==> src/sv/tfd_pkg.sv <==
// ----------------------------------------------------------------------------
// tfd_pkg
// shared constants and types for the trainer frame decoder
// ----------------------------------------------------------------------------
package tfd_pkg;

    localparam int MAX_FRAME_BYTES_DEF = 32;
    localparam int NUM_CHANNELS        = 8;
    localparam int CHAN_W              = 12;

    localparam int STORE_DEPTH = 14;
    localparam int IDX_W       = $clog2(STORE_DEPTH);
    localparam int MIN_LEN     = 14;
    localparam int CHK_POS     = 13;

    localparam logic [7:0] DELIM      = 8'h7E;
    localparam logic [7:0] ESC        = 8'h7D;
    localparam logic [7:0] ESC_MASK   = 8'h20;
    localparam logic [7:0] FRAME_TYPE = 8'h80;

    typedef enum logic [3:0] {
        ST_IDLE   = 4'b0001,
        ST_START  = 4'b0010,
        ST_FRAME  = 4'b0100,
        ST_ESCAPE = 4'b1000
    } dfr_state_t;

    typedef logic [STORE_DEPTH-1:0][7:0]       store_t;
    typedef logic [NUM_CHANNELS-1:0][CHAN_W-1:0] chan_arr_t;

    typedef struct packed {
        logic emit;      // accepted delimiter closes a frame that passes
        logic in_frame;  // deframer sits in the in-frame state
    } dfr_status_t;

endpackage

==> src/sv/tfd_deframer.sv <==
// ----------------------------------------------------------------------------
// tfd_deframer
// delimiter/escape state machine, byte store, running xor and frame check
// ----------------------------------------------------------------------------
module tfd_deframer #(
    parameter int MAX_FRAME_BYTES = tfd_pkg::MAX_FRAME_BYTES_DEF
) (
    input  logic                 aclk,
    input  logic                 aresetn,
    input  logic                 byte_accept,
    input  logic [7:0]           byte_in,
    output tfd_pkg::store_t      store,
    output tfd_pkg::dfr_status_t status
);
    import tfd_pkg::*;

    localparam int CNT_W = $clog2(MAX_FRAME_BYTES + 1);

    dfr_state_t       state_reg, state_next;
    logic [CNT_W-1:0] count_reg, count_next;
    logic [7:0]       xor_reg, xor_next;
    store_t           store_reg;

    logic       do_store;
    logic [7:0] store_data;
    logic       frame_pass;

    // store only bytes inside the first STORE_DEPTH positions
    always_comb begin
        do_store   = 1'b0;
        store_data = byte_in;
        state_next = state_reg;
        case (state_reg)
            ST_IDLE: begin
                if (byte_in == DELIM) begin
                    state_next = ST_START;
                end
            end
            ST_START: begin
                if (byte_in == DELIM) begin
                    state_next = ST_FRAME;
                end else begin
                    do_store = 1'b1;
                end
            end
            ST_FRAME: begin
                if (byte_in == ESC) begin
                    state_next = ST_ESCAPE;
                end else if (byte_in != DELIM) begin
                    do_store = 1'b1;
                end
            end
            ST_ESCAPE: begin
                do_store   = 1'b1;
                store_data = byte_in ^ ESC_MASK;
                state_next = ST_FRAME;
            end
            default: begin
                state_next = ST_IDLE;
            end
        endcase
    end

    always_comb begin
        count_next = count_reg;
        xor_next   = xor_reg;
        if (do_store) begin
            if (count_reg < CNT_W'(MAX_FRAME_BYTES)) begin
                count_next = count_reg + CNT_W'(1);
                if (count_reg < CNT_W'(CHK_POS)) begin
                    xor_next = xor_reg ^ store_data;
                end
            end
        end else if (byte_in == DELIM) begin
            count_next = '0;
            xor_next   = '0;
        end
    end

    assign frame_pass = (count_reg >= CNT_W'(MIN_LEN))
                     && (xor_reg == store_reg[CHK_POS])
                     && (store_reg[0] == FRAME_TYPE);

    always_ff @(posedge aclk) begin
        if (!aresetn) begin
            state_reg <= ST_IDLE;
            count_reg <= '0;
            xor_reg   <= '0;
        end else if (byte_accept) begin
            state_reg <= state_next;
            count_reg <= count_next;
            xor_reg   <= xor_next;
        end
    end

    always_ff @(posedge aclk) begin
        if (byte_accept && do_store && (count_reg < CNT_W'(STORE_DEPTH))) begin
            store_reg[count_reg[IDX_W-1:0]] <= store_data;
        end
    end

    assign store           = store_reg;
    assign status.in_frame = (state_reg == ST_FRAME);
    assign status.emit     = byte_accept && (state_reg == ST_FRAME)
                          && (byte_in == DELIM) && frame_pass;

endmodule

==> src/sv/tfd_unpack.sv <==
// ----------------------------------------------------------------------------
// tfd_unpack
// splits stored payload bytes into 12-bit channels, three bytes per pair
// ----------------------------------------------------------------------------
module tfd_unpack (
    input  tfd_pkg::store_t    store,
    output tfd_pkg::chan_arr_t chans
);
    import tfd_pkg::*;

    always_comb begin
        for (int p = 0; p < NUM_CHANNELS / 2; p++) begin
            // b1 = store[1+3p], b2 = store[2+3p], b3 = store[3+3p]
            chans[2*p]   = {store[2+3*p][7:4], store[1+3*p]};
            chans[2*p+1] = {store[3+3*p][3:0], store[2+3*p][3:0], store[3+3*p][7:4]};
        end
    end

endmodule

==> src/sv/trainer_frame_decoder_core.sv <==
// ----------------------------------------------------------------------------
// trainer_frame_decoder_core
// byte-stuffed trainer frame deframer with eight-channel unpacker
// ----------------------------------------------------------------------------
// Takes one received serial byte per beat and emits one beat of eight 12-bit
// channel values for every good frame. Frames are bounded by 0x7E, 0x7D
// escapes the next byte (stored xor 0x20), and the first frame after idle is
// swallowed unchecked. A frame passes when it holds at least 14 bytes, byte 0
// is 0x80 and byte 13 equals the xor of bytes 0..12. A byte is taken every
// cycle while s_ready is high: the byte store and a running xor are updated
// on the beat itself, and the check and unpack of a closing delimiter are a
// short path from the store registers into the result register, so the
// result appears in the cycle after the delimiter beat. The result register
// can be emptied and reloaded in the same cycle, so input stalls only while
// that register is full and not being taken. No clearing pass follows reset.
module trainer_frame_decoder_core #(
    parameter int MAX_FRAME_BYTES = tfd_pkg::MAX_FRAME_BYTES_DEF
) (
    input  logic                       aclk,
    input  logic                       aresetn,
    input  logic                       s_valid,
    output logic                       s_ready,
    input  logic [7:0]                 s_rx_byte,
    output logic                       m_valid,
    input  logic                       m_ready,
    output logic [tfd_pkg::CHAN_W-1:0] m_chan0,
    output logic [tfd_pkg::CHAN_W-1:0] m_chan1,
    output logic [tfd_pkg::CHAN_W-1:0] m_chan2,
    output logic [tfd_pkg::CHAN_W-1:0] m_chan3,
    output logic [tfd_pkg::CHAN_W-1:0] m_chan4,
    output logic [tfd_pkg::CHAN_W-1:0] m_chan5,
    output logic [tfd_pkg::CHAN_W-1:0] m_chan6,
    output logic [tfd_pkg::CHAN_W-1:0] m_chan7
);
    import tfd_pkg::*;

    logic        s_accept;
    store_t      store;
    dfr_status_t status;
    chan_arr_t   chans;

    logic        m_valid_reg, m_valid_next;
    chan_arr_t   chan_reg;

    // input side is free whenever the result register is empty or draining
    assign s_ready  = !m_valid_reg || m_ready;
    assign s_accept = s_valid && s_ready;

    // deframer: state, count, byte store, running xor and the frame check
    tfd_deframer #(
        .MAX_FRAME_BYTES (MAX_FRAME_BYTES)
    ) u_deframer (
        .aclk        (aclk),
        .aresetn     (aresetn),
        .byte_accept (s_accept),
        .byte_in     (s_rx_byte),
        .store       (store),
        .status      (status)
    );

    // channel unpack straight from the store
    tfd_unpack u_unpack (
        .store (store),
        .chans (chans)
    );

    // result register: loads on a passing delimiter beat, empties when taken
    always_comb begin
        m_valid_next = m_valid_reg;
        if (status.emit) begin
            m_valid_next = 1'b1;
        end else if (m_ready) begin
            m_valid_next = 1'b0;
        end
    end

    always_ff @(posedge aclk) begin
        if (!aresetn) begin
            m_valid_reg <= 1'b0;
        end else begin
            m_valid_reg <= m_valid_next;
        end
    end

    // payload needs no reset
    always_ff @(posedge aclk) begin
        if (status.emit) begin
            chan_reg <= chans;
        end
    end

    assign m_valid = m_valid_reg;
    assign m_chan0 = chan_reg[0];
    assign m_chan1 = chan_reg[1];
    assign m_chan2 = chan_reg[2];
    assign m_chan3 = chan_reg[3];
    assign m_chan4 = chan_reg[4];
    assign m_chan5 = chan_reg[5];
    assign m_chan6 = chan_reg[6];
    assign m_chan7 = chan_reg[7];

    // a result only comes from an accepted beat seen in the in-frame state
    a_emit_on_beat : assert property (@(posedge aclk) disable iff (!aresetn)
        status.emit |-> (s_accept && status.in_frame))
        else $error("frame result raised without an accepted in-frame beat");

    // a passing frame always shows up on the result side next cycle
    a_emit_shows : assert property (@(posedge aclk) disable iff (!aresetn)
        status.emit |=> m_valid)
        else $error("passing frame did not reach the result register");

    // the result register never fills without an input beat behind it
    a_fill_cause : assert property (@(posedge aclk) disable iff (!aresetn)
        $rose(m_valid) |-> $past(s_valid && s_ready))
        else $error("result appeared without an accepted input beat");

endmodule
==> config.mk <==
export PLATFORM = sky130hd
export DESIGN_NAME = trainer_frame_decoder_core
export DESIGN_NICKNAME = d
export VERILOG_FILES = /design/src/sv/tfd_pkg.sv /design/src/sv/tfd_deframer.sv /design/src/sv/tfd_unpack.sv /design/src/sv/trainer_frame_decoder_core.sv
export SDC_FILE = /design/constraint.sdc
export NUM_CORES = 1
export LEC_CHECK = 0
export BUFFER_PORTS_ARGS = -buffer_cell sky130_fd_sc_hd__buf_2
export CAP_MARGIN = 20
export CORE_UTILIZATION = 50
export DETAILED_ROUTE_END_ITERATION = 12
export GPL_ROUTABILITY_DRIVEN = 0
export PLACE_DENSITY = 0.71
export RECOVER_POWER = 100
export SLEW_MARGIN = 30
export SYNTH_ARGS = -nofsm -noshare
export SYNTH_HDL_FRONTEND = slang
export SYNTH_SLANG_ARGS = --single-unit
==> constraint.sdc <==
create_clock -name aclk -period 20.9 [get_ports aclk]
set_input_delay 0 -clock aclk [delete_from_list [all_inputs] [get_ports aclk]]
set_output_delay 0 -clock aclk [all_outputs]
set_load 0.005 [all_outputs]
==> results_dict.tcl, run 1 <==
set metrics [dict create \
    netlist_instances 398 \
    clock_skew_ps 7.187 \
    worstSetupEndpointType "register" \
    hold-path-cell-count 2 \
    start_util_pct 51.19 \
    final_core_util_pct 60.66 \
    largest_register_ffs 112 \
    grt_first_pass_wirelength_um 21300 \
    cts.sinks 227 \
    numPortBuffers 109 \
    insertion_delay_ps 490 \
    cts-root-buf "clkbuf_16" \
    outcome "complete, but fails checks" \
    finalWirelength_um 14060 \
    first_pass_iters 4 \
    failed_checks "capacitance limit, slew limit" \
    power_density_nw_per_um2 101.0 \
    fin_setup_tns_ps 0 \
    layout_common_cells "edfxtp_1, buf_2, clkbuf_1" \
    hold_end "u_deframer.store[53]$_DFFE_PP_" \
    die_w_um 126.5 \
    drtIter0Drc 337 \
    yosysWarnings 0 \
    drc_errors 0 \
    postRouteAntennaNets 0 \
    ys_seq_elements 227 \
    die_h_um 126.5 \
    ys_seq_area_share_pct 85.47 \
    fin_crit_sh_pct 33.94 \
    first_global_vias 3798 \
    pre_cts_ws_ps 17220 \
    fmax_mhz 141.0 \
    worst_ir_drop_vdd_mv 0.05055 \
    rsz0062_at_grt "no" \
    worstReg2RegStart "u_deframer.count_reg[2]$_SDFFE_PN0P_" \
    clockBufferDepth 3 \
    synthFlopType "edfxtp_1" \
    nets 547 \
    synth_edf_count 208 \
    ys_types 50 \
    worstPathArrival_ps 7080 \
    synth_area_um2 7752 \
    numCtsBuffers 22 \
    p_leak_nw 3.047 \
    layout_setup_ws_ps 13810 \
    grt_max_degree 89 \
    antenna_cells 0 \
    path_clk_slew_ps 60 \
    worst-setup-path-type "in -> reg" \
    path_max_fanout 88 \
    r2r_end "m_chan4[0]$_DFFE_PP_" \
    tightest_slew_ps 4573 \
    die_area_um2 16010 \
    hpwl_um 8709 \
    layout_commonest_cell "edfxtp_1" \
    area_growth_pct 18.51 \
    vias 3936 \
    cts_tree "yes" \
    rows 45 \
    design.core.area_um2 15150 \
    setup_violations 0 \
    postCtsSetupRepairBufs 0 \
    slew_headroom_pct -204.9 \
    grt_overflow 0 \
    syn_area_per_cell_um2 19.48 \
    vias_per_cell 5.362 \
    layout-drive-gt1-share_pct 19.05 \
    drv_slew 124 \
    htreeDepth 1 \
    min_from "s_rx_byte[5]" \
    final.min_clock_period_ps 7093 \
    antenna_found_initial 0 \
    total_power_w 0.0009275 \
    startpoint_type "input pin" \
    finalHoldViolCount 0 \
    num-fill-cells 1054 \
    io_pins 110 \
    cts_resized 0 \
    r2r_slack_ps 14400 \
    hold_class "in -> reg" \
    reg2reg_depth 5 \
    cp.required_ps 20880 \
    wl_per_cell_um 19.16 \
    maxCapViolations 4 \
    grt_use_total_pct 17.62 \
    ys_async_sr_fraction_pct 0 \
    syn_nets 415 \
]
## Yosys cell counts (5+ instances only)
master,count,area share [%]
xnor2_1,6,0.68
nor2_1,14,0.68
nand2_1,25,1.2
xor2_1,5,0.56
nand3_1,6,0.39
dfxtp_1,19,4.9
nand2b_1,6,0.48
nand4b_1,5,0.56
nor4_1,6,0.48
o21ai_1,7,0.45
nand4_1,6,0.48
a21oi_1,10,0.65
clkbuf_1,7,0.34
inv_1,7,0.34
nor3_1,6,0.39
ha_1,5,0.81
edfxtp_1,208,81
## area by class of cell
class / instances / area, µm² / area share (%)
clock buffers: 26 / 596.8 / 6.496
clock inverters: 14 / 132.6 / 1.444
inverters: 7 / 26.28 / 0.2860
multi-input cells: 152 / 989.7 / 10.77
flip-flops and latches: 227 / 6626 / 72.12
well taps: 188 / 235.2 / 2.560
repair buffers: 120 / 580.6 / 6.319
## how the worst max path moves through the flow
| stage | startpoint | to | slack, ps | cells after the start |
|---|---|---|---|---|
| floorplan | m_valid$_SDFFE_PN0P_ | m_chan0[0]$_DFFE_PP_ | 9840 | 4 |
| global placement | s_rx_byte[3] | m_chan4[0]$_DFFE_PP_ | 17360 | 5 |
| detailed placement | s_rx_byte[6] | m_chan4[0]$_DFFE_PP_ | 17220 | 5 |
| CTS | s_rx_byte[6] | m_chan3[0]$_DFFE_PP_ | 17190 | 6 |
| global route | s_rx_byte[6] | m_chan4[2]$_DFFE_PP_ | 13190 | 6 |
| finish | s_rx_byte[6] | m_chan4[0]$_DFFE_PP_ | 13810 | 6 |
## metrics by stage
stage | area (µm²) | hold slack (ps) | cells
after floorplan | 7752 | 98.87 | 398
after global placement | 8492 | 362.6 | 685
after detailed placement | 8502 | 386.4 | 685
after CTS | 9321 | 34.28 | 734
after global routing | 9188 | 46.17 | 734
final | 9188 | 40.95 | 734
## cells by family (layout without fill, tap and decap cells)
logic type,Yosys count,after routing,share of synthesized area [%]
muxes,3,3,0.3874
DFF,227,227,85.47
and+or+nand+nor,87,87,6.133
xor gates and xnor gates,12,12,1.453
adders and majority gates,5,5,0.8070
AOI/OAI and AO/OA,45,45,4.600
buffers and inverters,19,167,1.146
## metal layers
layer	up-vias	wire (µm)	global-route usage, %
li1	1821	-	-
met1	1925	6244	24.68
met2	161	6675	28.37
met3	29	881	3.416
met4	0	259	5.174
met5	-	0	0
## power breakdown
| group | internal [W] | switching, W |
|---|---|---|
| registers | 0.000496 | 0.00000663 |
| clock network | 0.000230 | 0.000160 |
| logic | 0.0000141 | 0.0000209 |
| total | 0.000740 | 0.000188 |
## worst max-delay path, stage by stage
cell,delay [ps]
dlygate4sd3_1,520
clkbuf_1,780
nand2b_1,320
or4_1,630
nor4_1,1430
clkbuf_1,3280
## repair_timing
action                                 CTS  global route
hold buffers                             9             0
endpoints found under the hold margin  111             0
setup endpoints to repair                0             0
(Power assumes the default switching activity.)
==> inputs of run 2 (changes only) <==
- clock period: 20.9 -> 6.6 ns (I/O delays scaled with it)
==> run 2 against run 1 <==
Against the previous run: final cell count fell by 0.27%; sequential cell count did not move; clock skew rose by 4.0 ps; sequential share of layout area rose by 0.31 points; highest routed layer unchanged; critical path type unchanged; setup slack got worse by 12000 ps; total power rose to 3.1 times the previous value; largest cell class unchanged; die area did not move; utilization fell by 0.26 points; combinational power rose to 3.2 times the previous value; global-route usage fell by 0.061 points; critical path depth did not move; the run still ends with capacitance limit, slew limit left; worst hold slack improved by 72 ps.
==> results_dict.tcl, run 2 (synthesized netlist as in run 1, its figures left out) <==
set metrics [dict create \
    outcome "complete, but fails checks" \
    failed_checks "capacitance limit, slew limit" \
    total_power_w 0.002918 \
    fmax_mhz 223.5 \
    grt_use_total_pct 17.56 \
    fin_crit_sh_pct 67.79 \
    swShare_pct 19.96 \
    layout-drive-gt1-share_pct 17.46 \
    vias_per_cell 5.320 \
    p_switching_w 0.0005824 \
    drtIter0Drc 329 \
    design.core.area_um2 15150 \
    hold_buffers 7 \
    multi_input_area_um2 994.7 \
    hpwl_um 8400 \
    min_from "s_rx_byte[5]" \
    io_pins 110 \
    path_clk_slew_ps 70 \
    slew_headroom_pct -57.59 \
    worst_ir_drop_vdd_mv 0.1679 \
    cts.sinks 227 \
    power_density_nw_per_um2 318.9 \
    whs_ps 112.7 \
    postCtsSetupRepairBufs 0 \
    cts-root-buf "clkbuf_16" \
    path_max_fanout 97 \
    antenna_found_initial 0 \
    largest_register_ffs 112 \
    layout_commonest_cell "edfxtp_1" \
    power.share.combinational_pct 3.8 \
    setup_violations 0 \
    finalHoldViolCount 0 \
    worstPathArrival_ps 4530 \
    hold-path-cell-count 5 \
    cts_resized 0 \
    r2r_slack_ps 2840 \
    clock_skew_ps 11.20 \
    rsz0062_at_grt "no" \
    p_seq_share_pct 54.5 \
    cts_tree "yes" \
    p_leak_nw 3.011 \
    antenna_cells 0 \
    reg2reg_depth 5 \
    final_core_util_pct 60.40 \
    clockPowerShare_pct 41.7 \
    die_h_um 126.5 \
    grt_first_pass_wirelength_um 21340 \
    layout_common_cells "edfxtp_1, clkbuf_1, buf_2" \
    htreeDepth 1 \
    grt_overflow 0 \
    postRouteAntennaNets 0 \
    fin_setup_tns_ps 0 \
    r2r_end "m_chan1[2]$_DFFE_PP_" \
    finalWirelength_um 13950 \
    clockBufferDepth 3 \
    hold_class "in -> reg" \
    tightest_slew_ps 2364 \
    fin_area_um2 9149 \
    intPower_w 0.002335 \
    area_growth_pct 18.01 \
    first_global_vias 3829 \
    wl_per_cell_um 19.06 \
    startpoint_type "input pin" \
    numCtsBuffers 22 \
    worstReg2RegStart "u_deframer.count_reg[2]$_SDFFE_PN0P_" \
    grt_max_degree 98 \
    final.min_clock_period_ps 4474 \
    drc_errors 0 \
    first_pass_iters 5 \
    num-fill-cells 1074 \
    hold_end "u_deframer.xor_reg[5]$_SDFFE_PN0P_" \
    nets 545 \
    insertion_delay_ps 490 \
    drv_slew 113 \
    rows 45 \
    cp.required_ps 6650 \
    start_util_pct 51.19 \
    die_area_um2 16010 \
    vias 3894 \
    post_dp_cell_area_um2 8504 \
    die_w_um 126.5 \
    numPortBuffers 109 \
    maxCapViolations 2 \
    worstSetupEndpointType "register" \
    worst-setup-path-type "in -> reg" \
    register_area_um2 6626 \
]
-- run 2: power by group through the flow --
stage / combinational (W) / sequential [W] / clock, W
after detailed placement: 0.000111 / 0.00162 / 0
after CTS: 0.000116 / 0.00159 / 0.00123
after global routing: 0.000122 / 0.00159 / 0.00128
after floorplan: 0.0000991 / 0.00160 / 0
after global placement: 0.000108 / 0.00162 / 0
final: 0.000111 / 0.00159 / 0.00122
-- run 2: how the worst max path moves through the flow --
stage                                                    start                             end  slack [ps]  depth (start not counted)
after floorplan           u_deframer.count_reg[3]$_SDFFE_PN0P_            m_chan0[0]$_DFFE_PP_        1900                          5
after global placement    u_deframer.state_reg[1]$_SDFFE_PN0P_  u_deframer.store[24]$_DFFE_PP_        3460                          5
after global routing                              s_rx_byte[3]            m_chan1[2]$_DFFE_PP_        1850                          6
after CTS                 u_deframer.state_reg[1]$_SDFFE_PN0P_   u_deframer.store[6]$_DFFE_PP_        3290                          5
after detailed placement  u_deframer.state_reg[1]$_SDFFE_PN0P_  u_deframer.store[27]$_DFFE_PP_        3330                          5
final                                             s_rx_byte[3]            m_chan1[2]$_DFFE_PP_        2130                          6
-- run 2: stage by stage --
| step | setup WS, ps | cells |
|---|---|---|
| 2_1_floorplan | 1896 | 398 |
| 3_3_place_gp | 3463 | 685 |
| 3_5_place_dp | 3333 | 685 |
| 4_1_cts | 3294 | 732 |
| 5_1_grt | 1855 | 732 |
| 6_report | 2126 | 732 |
-- run 2: critical path: stages --
cell and delay (ps):
dlygate4sd3_1 520, clkbuf_1 820, nand4_1 420, or4_1 660, nor4_1 290, clkbuf_2 1650
-- run 2: routing by layer --
metal | global-route usage (%) | routed length, µm | vias up
met2 | 29.31 | 6766 | 170
met4 | 5.599 | 248 | 0
met1 | 23.56 | 6016 | 1888
met3 | 3.248 | 919 | 23
met5 | 0 | 0 | -
li1 | - | - | 1813
-- run 2: layout make-up --
class	count	share of cell area (%)
clock inverter	9	1.108
multi-input combinational	152	10.87
sequential	227	72.43
tap	188	2.571
timing repair buffer	118	6.113
clock buffer	31	6.619
inverter	7	0.2872
==> inputs of run 3 (changes only) <==
- ABC_AREA: not set -> 1
- PLACE_DENSITY: 0.71 -> 0.74
- clock period: 6.6 -> 4.1 ns (I/O delays scaled with it)
==> run 3 against run 2 <==
Against the previous run: non-clock buffer count is 2 higher; largest cell class unchanged; routed wire length increased by 0.37%; clock skew rose by 1.0 ps; area after synthesis is 0.48% lower; critical endpoint is now u_deframer.store[62]$_DFFE_PP_; utilization is 0.12 points higher; clock-buffer cell count fell by 4; clock power increased by 54%; final cell count up 6.1%; the run now ends clean; synthesized cell count is 8.5% higher; worst hold slack worse by 53 ps; setup slack worse by 1100 ps; sequential power grew 62%.
==> results_dict.tcl, run 3 <==
set metrics [dict create \
    outcome "finished clean" \
    postRouteAntennaNets 0 \
    grt_max_degree 72 \
    p_seq_share_pct 54.4 \
    cp.required_ps 4210 \
    grt_first_pass_wirelength_um 21460 \
    whs_ps 60.15 \
    worstSetupEndpointType "register" \
    ys_async_sr_fraction_pct 0 \
    fmax_mhz 324.7 \
    tightest_slew_ps 1169 \
    min_from "s_valid" \
    area_growth_pct 18.83 \
    hold_end "u_deframer.count_reg[4]$_SDFFE_PN0P_" \
    ys_types 31 \
    drv_slew 0 \
    final.min_clock_period_ps 3080 \
    largest_register_ffs 112 \
    vias_per_cell 5.066 \
    power.share.combinational_pct 6.0 \
    maxCapViolations 0 \
    wl_per_cell_um 18.02 \
    path_clk_slew_ps 60 \
    clockPowerShare_pct 39.6 \
    p_switching_w 0.001025 \
    layout_commonest_cell "edfxtp_1" \
    antenna_cells 0 \
    drt-met1-wl_um 5923 \
    cts_tree "yes" \
    die_h_um 126.2 \
    cp_slowest_stage_delay_ps 870 \
    path_max_fanout 16 \
    rsz0062_at_grt "no" \
    start_util_pct 50.94 \
    layout_common_cells "edfxtp_1, buf_2, clkbuf_1" \
    worst_ir_drop_vdd_mv 0.2756 \
    ys_seq_area_share_pct 85.89 \
    slowest_stage "nor3_1" \
    setup_violations 0 \
    worst-setup-path-type "in -> reg" \
    cts_resized 0 \
    hold_class "in -> reg" \
    drc_errors 0 \
    vias 3936 \
    startpoint_type "input pin" \
    yosysMostFrequentCell "edfxtp_1" \
    design.core.area_um2 15150 \
    io_pins 110 \
    postCtsSetupRepairBufs 0 \
    slew_headroom_pct 22.05 \
    r2r_slack_ps 1320 \
    swShare_pct 21.55 \
    power_density_nw_per_um2 518.6 \
    insertion_delay_ps 490 \
    p_leak_nw 3.129 \
    first_global_vias 3976 \
    fin_crit_sh_pct 75.11 \
    antenna_found_initial 0 \
    cp_top_family "simple AND/OR/NAND/NOR gates" \
    die_w_um 126.2 \
    numCtsBuffers 22 \
    syn_area_per_cell_um2 17.86 \
    worstPathArrival_ps 3190 \
    yosysWarnings 0 \
    r2r_end "u_deframer.store[62]$_DFFE_PP_" \
    finalHoldViolCount 0 \
    drtIter0Drc 229 \
    synth_top_area_share_pct 80.96 \
    rows 45 \
    grt_overflow 0 \
    grt_use_total_pct 17.86 \
    crit_chain "dlygate4sd3_1 -> clkbuf_1 -> inv_1 -> nand2_1 -> nor2_1 -> nand3_1 -> nand2_1 -> nor2_4 -> nand2_4 -> nor3_1" \
    nets 590 \
    netlist_instances 432 \
    synth_area_leaders "edfxtp_1, dfxtp_1, nor2_1, nand2_1, inv_1" \
    hpwl_um 8676 \
    fin_setup_tns_ps 0 \
    finalWirelength_um 14000 \
    reg2reg_depth 8 \
    cts.sinks 227 \
    clockBufferDepth 3 \
    syn_nets 449 \
    hold-path-cell-count 5 \
    htreeDepth 1 \
    die_area_um2 15930 \
    first_pass_iters 4 \
    synth_commonest_cells "edfxtp_1, nor2_1, nand2_1, dfxtp_1, inv_1" \
    top_layer "met4" \
    ys_seq_elements 227 \
    yosys.area.top_type "edfxtp_1" \
    crit_path_frequent_cell "nand2_1" \
    route.met2.wl_um 6918 \
    path_buf_inv 3 \
    layout-drive-gt1-share_pct 18.51 \
    met3_length_um 842 \
    numPortBuffers 109 \
    worstReg2RegStart "u_deframer.state_reg[3]$_SDFFE_PN0P_" \
    intPower_w 0.003730 \
    cts-root-buf "clkbuf_16" \
    synthFlopType "edfxtp_1" \
    clock_skew_ps 12.20 \
    synth_edf_count 208 \
    synth_area_um2 7715 \
]
[run 3: metal layers]
| metal | GRT usage (%) | vias up |
|---|---|---|
| li1 | - | 1849 |
| met1 | 22.79 | 1901 |
| met2 | 30.42 | 155 |
| met3 | 3.568 | 31 |
| met4 | 6.662 | 0 |
| met5 | 0 | - |
[run 3: cell families after synthesis]
kind of cell | count (synthesis) | share of synthesized area (%)
DFF | 227 | 85.89
and+or+nand+nor | 131 | 8.255
buffers and inverters | 28 | 1.573
AOI/OAI and AO/OA | 27 | 1.881
xor gates and xnor gates | 14 | 1.589
adders and majority gates | 5 | 0.8109
[run 3: final cells by class]
cell class,instances,area [µm²]
flip-flops and latches,227,6626
fillers,1074,5978
multi-input cells,177,935.9
clock buffers,27,590.6
repair buffers,120,588.1
well taps,188,235.2
clock inverters,13,96.34
inverters,25,95.09
[run 3: metrics by stage]
step | utilization [%] | area (µm²) | std cells | setup slack [ps] | total power, W
after CTS | 61.25 | 9276 | 777 | 1514 | 0.004789
final | 60.53 | 9168 | 777 | 1020 | 0.004754
after detailed placement | 56.18 | 8509 | 729 | 1531 | 0.002915
after global routing | 60.53 | 9168 | 777 | 667.4 | 0.004919
after floorplan | - | 7715 | 432 | 783.9 | 0.002838
after global placement | 56.15 | 8504 | 729 | 1619 | 0.002896
[run 3: what timing repair did]
action	4_1_cts	5_1_grt
endpoints found under the hold margin	89	0
endpoints found under the setup margin	0	0
hold buffers	8	0
[run 3: worst max path at each step]
stage / startpoint / to / cells after the start
global route: s_rx_byte[7] / u_deframer.store[104]$_DFFE_PP_ / 12
finish: s_rx_byte[7] / u_deframer.store[62]$_DFFE_PP_ / 10
CTS: u_deframer.state_reg[3]$_SDFFE_PN0P_ / u_deframer.store[80]$_DFFE_PP_ / 10
detailed placement: u_deframer.state_reg[3]$_SDFFE_PN0P_ / u_deframer.store[86]$_DFFE_PP_ / 10
global placement: u_deframer.state_reg[1]$_SDFFE_PN0P_ / u_deframer.store[48]$_DFFE_PP_ / 9
floorplan: u_deframer.store[110]$_DFFE_PP_ / m_chan0[0]$_DFFE_PP_ / 6
[run 3: tightest hold or removal path, cell delays in order]
cell     delay (ps)
buf_2            90
nand2_1         180
nor2_4           90
nand3_1          80
a21oi_1          60
[run 3: power by group through the flow]
| stage | Sequential (W) | Clock, W | Combinational, W |
|---|---|---|---|
| final | 0.00258 | 0.00188 | 0.000286 |
| after global routing | 0.00259 | 0.00201 | 0.000322 |
| after CTS | 0.00258 | 0.00192 | 0.000292 |
| after detailed placement | 0.00263 | 0 | 0.000283 |
| after global placement | 0.00263 | 0 | 0.000269 |
| after floorplan | 0.00262 | 0 | 0.000214 |
